`src/bcdt_pkg.sv`:
```
// ----------------------------------------------------------------------------
// bcdt_pkg
// Shared types and codes for the block claim and duplicate tracker.
// ----------------------------------------------------------------------------
package bcdt_pkg;

  localparam logic [1:0] FUNC_CLAIM   = 2'd0;
  localparam logic [1:0] FUNC_RESCAN  = 2'd1;
  localparam logic [1:0] FUNC_RELEASE = 2'd2;
  localparam logic [1:0] FUNC_NEWINO  = 2'd3;

  localparam logic [1:0] ACT_KEEP = 2'd0;
  localparam logic [1:0] ACT_SKIP = 2'd1;
  localparam logic [1:0] ACT_STOP = 2'd2;

  localparam logic [2:0] ST_OK       = 3'd0;
  localparam logic [2:0] ST_BAD      = 3'd1;
  localparam logic [2:0] ST_DUP      = 3'd2;
  localparam logic [2:0] ST_MANY_BAD = 3'd3;
  localparam logic [2:0] ST_MANY_DUP = 3'd4;
  localparam logic [2:0] ST_FULL     = 3'd5;
  localparam logic [2:0] ST_RELEASED = 3'd6;

  localparam logic [1:0] REG_FIRST = 2'd0;
  localparam logic [1:0] REG_LIMIT = 2'd1;
  localparam logic [1:0] REG_BAD   = 2'd2;
  localparam logic [1:0] REG_DUP   = 2'd3;

  typedef struct packed {
    logic [1:0]  func;
    logic [15:0] block;
  } req_t;

  typedef struct packed {
    logic [1:0]  action;
    logic [2:0]  status;
    logic        mark_clear;
    logic [15:0] used_total;
    logic [7:0]  dup_entries;
    logic [7:0]  dup_distinct;
  } res_t;

  // Datapath operations issued by the controller.
  typedef enum logic [3:0] {
    OP_NONE   = 4'd0,
    OP_LOAD   = 4'd1,  // latch request, start bitmap read
    OP_DECIDE = 4'd2,  // evaluate range and bitmap, choose path
    OP_SCAN   = 4'd3,  // compare one table entry, issue next read
    OP_MOVE   = 4'd4,  // one move step (table update or bitmap clear)
    OP_SWEEP  = 4'd5,  // clear one bitmap word
    OP_DONE   = 4'd6   // emit result
  } op_t;

  typedef struct packed {
    op_t op;
  } cmd_t;

  typedef struct packed {
    logic sweep_last;
    logic need_scan;
    logic need_move;
    logic scan_end;
    logic move_last;
  } stat_t;

endpackage

```
`src/bcdt_ctrl.sv`:
```
// ----------------------------------------------------------------------------
// bcdt_ctrl
// Sequencer: clearing sweep after reset, then one request at a time.
// ----------------------------------------------------------------------------
module bcdt_ctrl
  import bcdt_pkg::*;
(
  input  logic  clk,
  input  logic  rst,
  input  logic  start,
  input  stat_t st,
  output logic  busy,
  output cmd_t  cmd
);

  typedef enum logic [6:0] {
    S_SWEEP  = 7'b0000001,
    S_IDLE   = 7'b0000010,
    S_DECIDE = 7'b0000100,
    S_WAIT   = 7'b0001000,
    S_SCAN   = 7'b0010000,
    S_MOVE   = 7'b0100000,
    S_DONE   = 7'b1000000
  } state_t;

  state_t state, state_next;

  always_ff @(posedge clk) begin
    if (rst) begin
      state <= S_SWEEP;
    end else begin
      state <= state_next;
    end
  end

  always_comb begin
    state_next = state;
    cmd.op     = OP_NONE;
    case (state)
      S_SWEEP: begin
        cmd.op = OP_SWEEP;
        if (st.sweep_last) state_next = S_IDLE;
      end
      S_IDLE: begin
        if (start) begin
          cmd.op     = OP_LOAD;
          state_next = S_WAIT;
        end
      end
      S_WAIT: begin
        state_next = S_DECIDE;
      end
      S_DECIDE: begin
        cmd.op = OP_DECIDE;
        if (st.need_scan) state_next = S_SCAN;
        else              state_next = S_DONE;
      end
      S_SCAN: begin
        cmd.op = OP_SCAN;
        if (st.scan_end) begin
          state_next = st.need_move ? S_MOVE : S_DONE;
        end
      end
      S_MOVE: begin
        cmd.op = OP_MOVE;
        if (st.move_last) state_next = S_DONE;
      end
      S_DONE: begin
        cmd.op     = OP_DONE;
        state_next = S_IDLE;
      end
      default: state_next = S_IDLE;
    endcase
  end

  assign busy = (state != S_IDLE);

endmodule

```
`config.mk`:
```
export PLATFORM = sky130hd
export DESIGN_NAME = bcdt_ctrl
export DESIGN_NICKNAME = d
export VERILOG_FILES = /design/src/bcdt_pkg.sv /design/src/bcdt_ctrl.sv
export SDC_FILE = /design/constraint.sdc
export NUM_CORES = 1
export LEC_CHECK = 0
export ABC_CLOCK_PERIOD_IN_PS = 3590
export BUFFER_PORTS_ARGS = -buffer_cell sky130_fd_sc_hd__buf_2
export CORE_AREA = 8 8 45 47
export CTS_BUF_LIST = sky130_fd_sc_hd__clkbuf_4 sky130_fd_sc_hd__clkbuf_8
export DETAILED_ROUTE_END_ITERATION = 7
export DIE_AREA = 0 0 53 55
export PLACE_DENSITY = 0.64
export SKIP_CTS_REPAIR_TIMING = 1
export SLEW_MARGIN = 20
export SYNTH_ARGS = -nofsm -noshare
export SYNTH_HDL_FRONTEND = slang
export SYNTH_SLANG_ARGS = --single-unit
```
`constraint.sdc`:
```
create_clock -name clk -period 3.59 [get_ports clk]
set_input_delay 0.718 -clock clk [delete_from_list [all_inputs] [get_ports clk]]
set_output_delay 0.718 -clock clk [all_outputs]
set_load 0.05 [all_outputs]
```
==> results of run 1 <==
metrics by stage:
step | worst slack (ns) | cells | total power (W) | hold WS [ns]
final | 1.17 | 92 | 0.000230 | 0.587
after floorplan | 0.398 | 69 | 0.000144 | 0.585
after global placement | 1.21 | 88 | 0.000155 | 0.583
after global routing | 1.04 | 92 | 0.000246 | 0.619
after detailed placement | 1.18 | 88 | 0.000155 | 0.582
after CTS | 1.17 | 92 | 0.000233 | 0.587
layout make-up:
| cell class | count | area, um2 | share of cell area, % |
|---|---|---|---|
| inverters | 1 | 3.75 | 0.633 |
| repair buffers | 11 | 55.1 | 9.28 |
| multi-input cells | 53 | 344 | 58.0 |
| flip-flops and latches | 7 | 140 | 23.6 |
| clock buffers | 4 | 30.0 | 5.06 |
| well taps | 16 | 20.0 | 3.38 |
worst register-to-register path, cell delays in order, from the launching register on:
cell and delay [ns]:
dfxtp_1 0.61, nor4_1 0.16, and4b_1 0.24, a311o_2 0.36, o22a_1 0.19, nor2_1 0.08
routing by layer:
metal	up-vias	wire, um
li1	260	-
met1	234	624
met2	13	499
met3	0	72
met4	0	0
met5	-	0
placed cells by master (no fill, tap or decap):
cell	count
buf_2	11
nor2_1	8
dfxtp_1	7
o21ai_0	5
nor3b_1	5
xor2_1	4
clkbuf_4	4
nand2_1	3
nor3_1	3
nand4b_1	2
nor4_1	2
o211a_1	2
nand3_1	2
o22a_1	2
nor3_2	1
nor4b_1	1
mux2_2	1
nand2b_1	1
o22ai_1	1
and3_1	1
and2_1	1
inv_1	1
and4b_1	1
a311o_2	1
a211oi_1	1
o211ai_1	1
or2_2	1
nand4_1	1
a21oi_1	1
conb_1	1
cell families after synthesis:
| family | Yosys count | synth area share [%] |
|---|---|---|
| AOI/OAI and AO/OA | 14 | 18.6 |
| xor gates and xnor gates | 4 | 6.53 |
| buffers and inverters | 9 | 9.79 |
| DFF | 7 | 26.1 |
| muxes | 1 | 2.10 |
| other | 1 | 0.699 |
| and+or+nand+nor | 33 | 36.1 |
report_power, final:
group	switching, W	leakage, nW	internal (W)
Combinational	0.0000391	0.172	0.0000242
Sequential	0.00000881	0.0571	0.0000811
Clock	0.0000268	0.0184	0.0000498
path summary, 6_finish.rpt:
path | cells past startpoint | to | slack (ns) | startpoint
worst min register to register | 2 | state[2] | 0.59 | state[3]
worst min-delay path | 2 | state[2] | 0.59 | state[3]
worst max register to register | 5 | state[1] | 1.89 | state[4]
worst max-delay path | 5 | cmd[0] | 1.17 | state[1]
==> impl_results.md, run 1 <==
* Hold crit path type: reg -> reg
* Share of layout cells above drive strength 1 at 25.0%
* Max clock buf depth at 2
* Die width at 53 um
* Final HPWL DP at 891 um
* Setup_tns at 0 ns
* Rows at 14
* CP required at 2.87 ns
* Largest register FFs at 7
* CTS sink cnt at 7
* Fmax at 413 MHz
* DRT Wirelength at 1200 um
* Clk Latency, worst-skew pair at 0.24 ns
* Gr ovfl total at 0
* # nets final at 85
* Post-route cell area at 593 um2
* Finish-stage setup viols at 0
* Clk Tree Root Cell: clkbuf_4
* Period minus WS final at 2.42 ns
* Final Hold Viols at 0
* Port Buf Inserts at 11
* CORE AREA at 1380 um2
* Synth-to-layout area growth at 10.5%
* Most common cell in the netlist: nor2_1
* Leakage at 0.248 nW
* Final ANT Viol Nets at 0
* Synth Warn # at 0
* CP Class: reg -> out
* Top cell type's share of synthesized area at 26.1%
* Post-synth top flop: dfxtp_1
* Top delay family on crit path: flip-flops
* Outcome: finished clean
* Slowest stage delay, CP at 0.56 ns
* CTS Buf Count at 3
* 1st-iter DRT viols at 6
* Number of inserted diodes at 0
* Worst vdd ir at 0.317 mV
* WL/cell at 13.0 um
* Worst-path fanout max at 12
* H-tree depth at 1
* Vias in the first global route at 486
* Io pins at 13
* First-pass GRT wire length at 2060 um
* Top reg by flops: state
* DP Area at 563 um2
* Worst-path cell chain: nand2_1, mux2_2, o22ai_1, and3_1, buf_2
* Die height at 55 um
* CTS tree: built
* Top flop regs: state: 7 flops
* Tot GR Track Use at 9.08%
* Max Cap Violations at 0
* Die area at 2920 um2
* Busiest grt layer: met2
* Distinct cells, synth at 32
* Worst Path Buf+Inv at 1
* Register area share after synthesis at 26.1%
* List of most frequent post-synthesis cells: nor2_1, dfxtp_1, nor3b_1, o21ai_0, xor2_1
* Initial antenna violation count at 0
* Synthesized flop and latch total at 7
* Fin util at 42.9%
* RSZ-0062 raised after global routing: false
* Synthesized cell area at 537 um2
* Filler cells at 158
* Leading area contributor after synthesis: dfxtp_1
* Crit-path slowest cell: dfxtp_1
* Net Count, Synth at 77
* Global routing usage on met3 at 4.28%
* Global Route met1 Usage at 11.1%
* Async set-reset flop share out of synthesis at 0%
* DRT Pass-1 Iters at 3
* M2 GR Usage at 14.5%
* Max-slew violations at 0
* Clock skew at 0.00223 ns
* Via-to-Cell Ratio at 5.51
* Startpoint type of the worst setup path: flop
* Initial Utilization at 38.8%
* Largest net degree at the start of global routing at 16
* Avg Inst Size Synth at 7.78 um2
* Clock-pin slew on the worst setup and hold paths at 0.05 ns
* Routed vias at 507
* Cell Pwr Density at 388 nW/um2
* Critical path arrival at 1.70 ns
* Synth area leaders: dfxtp_1, nor3b_1, xor2_1
* Cell count after synthesis at 69
* CP Capture Type: output pin
* GP Congestion at 0.800
* DR DRC count at 0
* Final period util at 67.5%
* EDFF count, synth at 0
Note: power is estimated with default switching activity, not from simulation.
==> run 2, diff against run 1 <==
--- a/config.mk
+++ b/config.mk
@@ -5,13 +5,14 @@
 export SDC_FILE = /design/constraint.sdc
 export NUM_CORES = 1
 export LEC_CHECK = 0
-export ABC_CLOCK_PERIOD_IN_PS = 3590
+export ABC_AREA = 1
+export ABC_CLOCK_PERIOD_IN_PS = 2400
 export BUFFER_PORTS_ARGS = -buffer_cell sky130_fd_sc_hd__buf_2
 export CORE_AREA = 8 8 45 47
 export CTS_BUF_LIST = sky130_fd_sc_hd__clkbuf_4 sky130_fd_sc_hd__clkbuf_8
 export DETAILED_ROUTE_END_ITERATION = 7
 export DIE_AREA = 0 0 53 55
-export PLACE_DENSITY = 0.64
+export PLACE_DENSITY = 0.61
 export SKIP_CTS_REPAIR_TIMING = 1
 export SLEW_MARGIN = 20
 export SYNTH_ARGS = -nofsm -noshare
==> constraint.sdc (replaced) <==
create_clock -name clk -period 2.4 [get_ports clk]
set_input_delay 0.48 -clock clk [delete_from_list [all_inputs] [get_ports clk]]
set_output_delay 0.48 -clock clk [all_outputs]
set_load 0.05 [all_outputs]
==> run 2 against run 1 <==
- clock-buffer cell count unchanged
- hold slack got worse by 0.12 ns
- combinational power rose by 41%
- die area unchanged
- first-iteration DRC count up 67%
- synthesized area down 7.2%
- clock skew down 0.0015 ns
- design area rose by 0.42%
- total power rose by 47%
- global-route usage decreased by 0.44 points
- register-to-register slack lost 0.74 ns
- wire length is 4.3% lower
- largest cell class unchanged
==> impl_results.md, run 2 <==
* Outcome: finished clean
* GP Congestion at 0.803 (+0.36%)
* Simple-gate portion of the synthesized area at 52.0% (+16 points)
* Clock-pin slew on the worst setup and hold paths at 0.06 ns (about the same)
* Die area at 2920 um2 (unchanged)
* DR DRC count at 0 (unchanged)
* Net Count, Synth at 89 (+16%)
* Port Buf Inserts at 11 (unchanged)
* Number of inserted diodes at 0 (unchanged)
* Synthesized flop and latch total at 7 (unchanged)
* XOR/XNOR Fraction of Synth Area at 0% (-6.5 points)
* RR Endpoint: state[1]
* Setup WS post-layout at 0.403 ns (-0.764 ns)
* Slowest stage delay, CP at 0.33 ns (-0.23 ns)
* Synth Area in Compound Gates at 5.53% (-13 points)
* Io pins at 13 (unchanged)
* Largest net degree at the start of global routing at 6 (-10)
* Final period util at 83.2%
* Crit-path slowest cell: dfxtp_1
* Initial Utilization at 36.0% (-2.8 points)
* Leakage at 0.313 nW (+26%)
* Psw at 0.000116 W (+55%)
* Register area share after synthesis at 28.1% (+2.0 points)
* Fmax at 501 MHz
* Synth area leaders: dfxtp_1, nand2_1, nor2_1
* CORE AREA at 1380 um2 (unchanged)
* Max-slew violations at 0 (unchanged)
* CP required at 1.92 ns (-0.95 ns)
* Sequential Power Share at 37.8% (-1.3 points)
* EDFF count, synth at 0 (unchanged)
* List of most frequent post-synthesis cells: nand2_1, nor2_1, inv_1
* WL/cell at 10.3 um (-21%)
* Critical path arrival at 1.52 ns (-0.18 ns)
* Cell count after synthesis at 81 (+17%)
* Worst Path Buf+Inv at 2 (+1)
* Synth Warn # at 0 (unchanged)
* Setup slack at placement at 0.669 ns (-0.510 ns)
* Distinct cells, synth at 18 (-44%)
* Filler cells at 156 (-1.3%)
* Mux share of post-synthesis cell area at 0% (-2.1 points)
* Largest register FFs at 7 (unchanged)
* Setup_tns at 0 ns (unchanged)
* RSZ-0062 raised after global routing: false
* R2R Path Start: state[6]
* Worst vdd ir at 0.372 mV (+17%)
* H-tree depth at 1 (unchanged)
* CP Capture Type: output pin
* Hold crit path type: in -> reg
* Top flop regs: state: 7 flops
* Final ANT Viol Nets at 0 (unchanged)
* Die height at 55 um (unchanged)
* Gate power share at 26.4% (-1.2 points)
* Largest family of logic cells by synthesized area: simple AND/OR/NAND/NOR gates
* Clk Tree Root Cell: clkbuf_4
* Synth-to-layout area growth at 19.6%
* Worst-path cell chain: inv_2, nand2_1, nor2_2, nand2_1, o211ai_1, buf_2
* Leading cell type in the layout, fill and taps excluded: nand2_1
* CTS tree: built
* Min-Delay Startpoint: rst
* CTS Buf Count at 3 (unchanged)
* Leading area contributor after synthesis: dfxtp_1
* Most frequent cells in the layout: nand2_1, nor2_1, inv_1, buf_2, dfxtp_1
* Worst-path fanout max at 5 (-7)
* Final Hold Viols at 0 (unchanged)
* Share of layout cells above drive strength 1 at 32.6% (+7.6 points)
* Gr ovfl total at 0 (unchanged)
* Finish-stage setup viols at 0 (unchanged)
* Max clock buf depth at 2 (unchanged)
* Max Cap Violations at 0 (unchanged)
* DRT Wirelength at 1150 um (-4.3%)
* Rows at 14 (unchanged)
* Worst hold endpoint: state[4]
* Routed vias at 513 (+1.2%)
* Most common cell in the netlist: nand2_1
* Global routing usage on met3 at 1.87% (-2.4 points)
* CTS sink cnt at 7 (unchanged)
* Clk Latency, worst-skew pair at 0.25 ns (about the same)
* Tot GR Track Use at 8.63% (-0.44 points)
* 1st-iter DRT viols at 10 (+4)
* Cell Pwr Density at 567 nW/um2 (+46%)
* Busiest grt layer: met2
* R2R Setup Slk at 1.15 ns (-0.74 ns)
* DRT Pass-1 Iters at 4 (+1)
* Post-synth top flop: dfxtp_1
* Internal power at 0.000222 W (+43%)
* Post-synthesis adder-cell area fraction at 0% (unchanged)
* # nets final at 104 (+22%)
* Global Route met1 Usage at 9.73% (-1.4 points)
* Clk pwr share at 35.8% (+2.5 points)
* Avg Inst Size Synth at 6.15 um2 (-21%)
* Die width at 53 um (unchanged)
* First-pass GRT wire length at 1840 um (-10%)
* CP Class: reg -> out
* Clock skew at 0.000746 ns (-0.00148 ns)
* M2 GR Usage at 13.5% (-0.98 points)
* Levels on crit path at 6 (+1)
* Via-to-Cell Ratio at 4.62 (-16%)
* Worst path most repeated cell: nand2_1
* Period minus WS final at 2.00 ns
* Top cell type's share of synthesized area at 28.1% (+2.0 points)
* Synthesized cell area at 498 um2 (-7.2%)
* Switching part of the total power at 34.3% (+1.8 points)
* Startpoint type of the worst setup path: flop
* Vias in the first global route at 462 (-4.9%)
* Final HPWL DP at 945 um (+6.0%)
* Top delay family on crit path: simple AND/OR/NAND/NOR gates
* Worst Reg2Reg Path Length in Cells at 8 (+3)
* Initial antenna violation count at 0 (unchanged)
* Total power at 0.000338 W (+47%)
* Async set-reset flop share out of synthesis at 0% (unchanged)
* Top reg by flops: state
* Worst hold stages at 2 (unchanged)
==> run 2: cell count changes in the layout (fill, tap and decap cells not counted), sizes merged, moves of 3 or more <==
cell and change:
inv +15, xor2 -4, nor3b -5, o21ai -4, nor2 +11, nand3 +6
nand2 +17, nor3 -3
==> run 2: area by class of cell <==
cell class / instances / area, um2 / area share, %
multi-input cells: 57 / 290 / 48.7
well taps: 16 / 20.0 / 3.36
clock buffers: 4 / 30.0 / 5.04
flip-flops and latches: 7 / 140 / 23.5
inverters: 16 / 60.1 / 10.1
repair buffers: 11 / 55.1 / 9.24
==> run 2: logic make-up after synthesis <==
logic type,Yosys count
and+or+nand+nor,51
other,1
DFF,7
AOI/OAI and AO/OA,5
buffers and inverters,17
==> run 2: how the worst max path moves through the flow <==
stage / startpoint / to / slack (ns)
after floorplan: state[1] / cmd[0] / 0.03
after global placement: state[1] / cmd[0] / 0.71
after detailed placement: state[1] / cmd[0] / 0.67
after CTS: state[1] / cmd[0] / 0.39
after global routing: state[4] / cmd[0] / 0.31
final: state[4] / cmd[0] / 0.40
==> run 2: through the flow <==
step / hold slack (ns) / std cells / instance area (um2) / util (%)
final: 0.469 / 111 / 596 / 43.0
after global routing: 0.473 / 111 / 596 / 43.0
after CTS: 0.466 / 111 / 596 / 43.0
after detailed placement: 0.521 / 107 / 566 / 40.9
after global placement: 0.511 / 107 / 566 / 40.9
after floorplan: 0.490 / 81 / 498 / -
==> run 2: power by group through the flow <==
stage	clock network [W]	registers (W)	logic, W
after global routing	0.000134	0.000128	0.0000966
after floorplan	0	0.000129	0.0000696
after global placement	0	0.000130	0.0000885
final	0.000121	0.000128	0.0000891
after CTS	0.000123	0.000128	0.0000898
after detailed placement	0	0.000130	0.0000894
==> run 2: layer usage <==
layer	part of all wire [%]	vias to the layer above
li1	-	274
met1	47	222
met2	46	15
met3	5.2	2
met4	1.2	0
met5	0	-
==> run 3, diff against run 2 <==
--- a/config.mk
+++ b/config.mk
@@ -6,7 +6,7 @@
 export NUM_CORES = 1
 export LEC_CHECK = 0
 export ABC_AREA = 1
-export ABC_CLOCK_PERIOD_IN_PS = 2400
+export ABC_CLOCK_PERIOD_IN_PS = 2000
 export BUFFER_PORTS_ARGS = -buffer_cell sky130_fd_sc_hd__buf_2
 export CORE_AREA = 8 8 45 47
 export CTS_BUF_LIST = sky130_fd_sc_hd__clkbuf_4 sky130_fd_sc_hd__clkbuf_8
==> constraint.sdc (replaced) <==
create_clock -name clk -period 2 [get_ports clk]
set_input_delay 0.4 -clock clk [delete_from_list [all_inputs] [get_ports clk]]
set_output_delay 0.4 -clock clk [all_outputs]
set_load 0.05 [all_outputs]
==> run 3 against run 2 <==
- critical path depth did not move
- sequential share of layout area fell by 0.61 points
- design area rose by 3.6%
- clock power rose by 20%
- die area did not move
- first-iteration DRC count rose by 20%
- utilization rose by 1.5 points
- register-to-register slack got worse by 0.43 ns
- global-route usage rose by 0.67 points
- cell count did not move
- wire length fell by 1.5%
- total power rose by 21%
- largest cell class unchanged
==> impl_results.md, run 3 (same netlist as run 2, synthesis figures left out) <==
* Outcome: finished clean
* CP Class: reg -> out
* Top reg by flops: state
* Io pins at 13 (unchanged)
* Worst hold endpoint: state[4]
* Gate power share at 27.1% (+0.7 points)
* CTS Buf Count at 3 (unchanged)
* CORE AREA at 1380 um2 (unchanged)
* Worst-path fanout max at 5 (unchanged)
* Switching part of the total power at 34.2% (-0.17 points)
* DRT Wirelength at 1130 um (-1.5%)
* RR Endpoint: state[1]
* Max clock buf depth at 2 (unchanged)
* Port Buf Inserts at 11 (unchanged)
* Psw at 0.000140 W (+21%)
* Initial antenna violation count at 0 (unchanged)
* Synth-to-layout area growth at 23.9%
* 1st-iter DRT viols at 12 (+2)
* Rows at 14 (unchanged)
* Worst hold stages at 2 (unchanged)
* DP Area at 584 um2 (+3.3%)
* Clk Latency, worst-skew pair at 0.26 ns (about the same)
* Share of layout cells above drive strength 1 at 34.7% (+2.1 points)
* Leading cell type in the layout, fill and taps excluded: nand2_1
* DRT Pass-1 Iters at 4 (unchanged)
* Setup slack at placement at 0.390 ns (-0.279 ns)
* Vias in the first global route at 468 (+1.3%)
* Gr ovfl total at 0 (unchanged)
* Cell Pwr Density at 664 nW/um2 (+17%)
* RSZ-0062 raised after global routing: false
* Hold crit path type: in -> reg
* CTS sink cnt at 7 (unchanged)
* GP Congestion at 0.806 (+0.36%)
* Die area at 2920 um2 (unchanged)
* Most frequent cells in the layout: nand2_1, nor2_1, inv_1, buf_2, dfxtp_1
* Routed vias at 536 (+4.5%)
* CTS tree: built
* Final ANT Viol Nets at 0 (unchanged)
* Final period util at 93.7%
* Clk pwr share at 35.4% (-0.4 points)
* Worst vdd ir at 0.300 mV (-19%)
* Final std cells w/o fill at 111 (unchanged)
* First-pass GRT wire length at 1880 um (+1.8%)
* Worst Reg2Reg Path Length in Cells at 8 (unchanged)
* Fin util at 44.6% (+1.5 points)
* Clock-pin slew on the worst setup and hold paths at 0.05 ns (about the same)
* Period minus WS final at 1.87 ns
* Startpoint type of the worst setup path: flop
* Clk Tree Root Cell: clkbuf_4
* Min-Delay Startpoint: rst
* Tot GR Track Use at 9.30% (+0.67 points)
* Max Cap Violations at 0 (unchanged)
* Leakage at 0.318 nW (+1.5%)
* Worst Path Buf+Inv at 2 (unchanged)
* Post-route cell area at 617 um2 (+3.6%)
* R2R Setup Slk at 0.72 ns (-0.43 ns)
* Setup WS post-layout at 0.126 ns (-0.277 ns)
* # nets final at 104 (unchanged)
* Number of inserted diodes at 0 (unchanged)
* Finish-stage setup viols at 0 (unchanged)
* Via-to-Cell Ratio at 4.83 (+4.5%)
* R2R Path Start: state[2]
* Initial Utilization at 36.0% (unchanged)
* Largest register FFs at 7 (unchanged)
* Max-slew violations at 0 (unchanged)
* WL/cell at 10.2 um (-1.5%)
* Die height at 55 um (unchanged)
* Final Hold Viols at 0 (unchanged)
* H-tree depth at 1 (unchanged)
* CP required at 1.60 ns (-0.32 ns)
* Critical path arrival at 1.47 ns (-0.05 ns)
* Final HPWL DP at 932 um (-1.3%)
* Internal power at 0.000270 W (+22%)
* Fmax at 534 MHz
* CP Capture Type: output pin
* Crit-path slowest cell: dfxtp_1
* Top flop regs: state: 7 flops
* Die width at 53 um (unchanged)
* Sequential Power Share at 37.5% (-0.3 points)
* Largest net degree at the start of global routing at 6 (unchanged)
* Placed Cells at 107 (unchanged)
* Filler cells at 152 (-2.6%)
* Clock skew at 0.00683 ns (+0.00608 ns)
* Top delay family on crit path: buffers and inverters
* Setup_tns at 0 ns (unchanged)
* DR DRC count at 0 (unchanged)
* Slowest stage delay, CP at 0.32 ns (about the same)
* Worst-path cell chain: inv_2, nand2_1, nor2_4, nand2_4, o211ai_1, buf_2
[run 3: power by group through the flow]
stage	Sequential, W	Clock, W	Combinational (W)
detailed placement	0.000157	0	0.000110
CTS	0.000154	0.000151	0.000111
floorplan	0.000156	0	0.0000872
finish	0.000154	0.000145	0.000111
global placement	0.000157	0	0.000110
global route	0.000154	0.000162	0.000121
[run 3: worst max path at each step]
stage,slack (ns),depth (start not counted),start,to
4_1_cts,0.11,6,state[5],cmd[0]
3_3_place_gp,0.39,6,state[6],cmd[1]
6_report,0.13,6,state[5],cmd[0]
5_1_grt,0.006,6,state[6],cmd[1]
3_5_place_dp,0.39,6,state[2],cmd[2]
2_1_floorplan,0.005,5,state[5],cmd[0]
[run 3: layer usage]
layer / share of wire (%) / track usage [%]
met1: 45 / 10.4
met2: 45 / 12.7
met3: 5.1 / 3.48
met4: 4.5 / 10.3
met5: 0 / 0
[run 3: cell type report]
class | instances | area [um2] | area share, %
Clock buffer | 4 | 30.0 | 4.87
Tap cell | 16 | 20.0 | 3.25
Sequential cell | 7 | 141 | 22.9
Timing Repair Buffer | 11 | 57.6 | 9.33
Inverter | 16 | 60.1 | 9.74
Multi-Input combinational cell | 57 | 308 | 49.9
[run 3: through the flow]
| stage | hold slack, ns | total power (W) |
|---|---|---|
| finish | 0.387 | 0.000410 |
| global route | 0.374 | 0.000438 |
| CTS | 0.370 | 0.000415 |
| detailed placement | 0.532 | 0.000267 |
| global placement | 0.521 | 0.000266 |
| floorplan | 0.469 | 0.000243 |
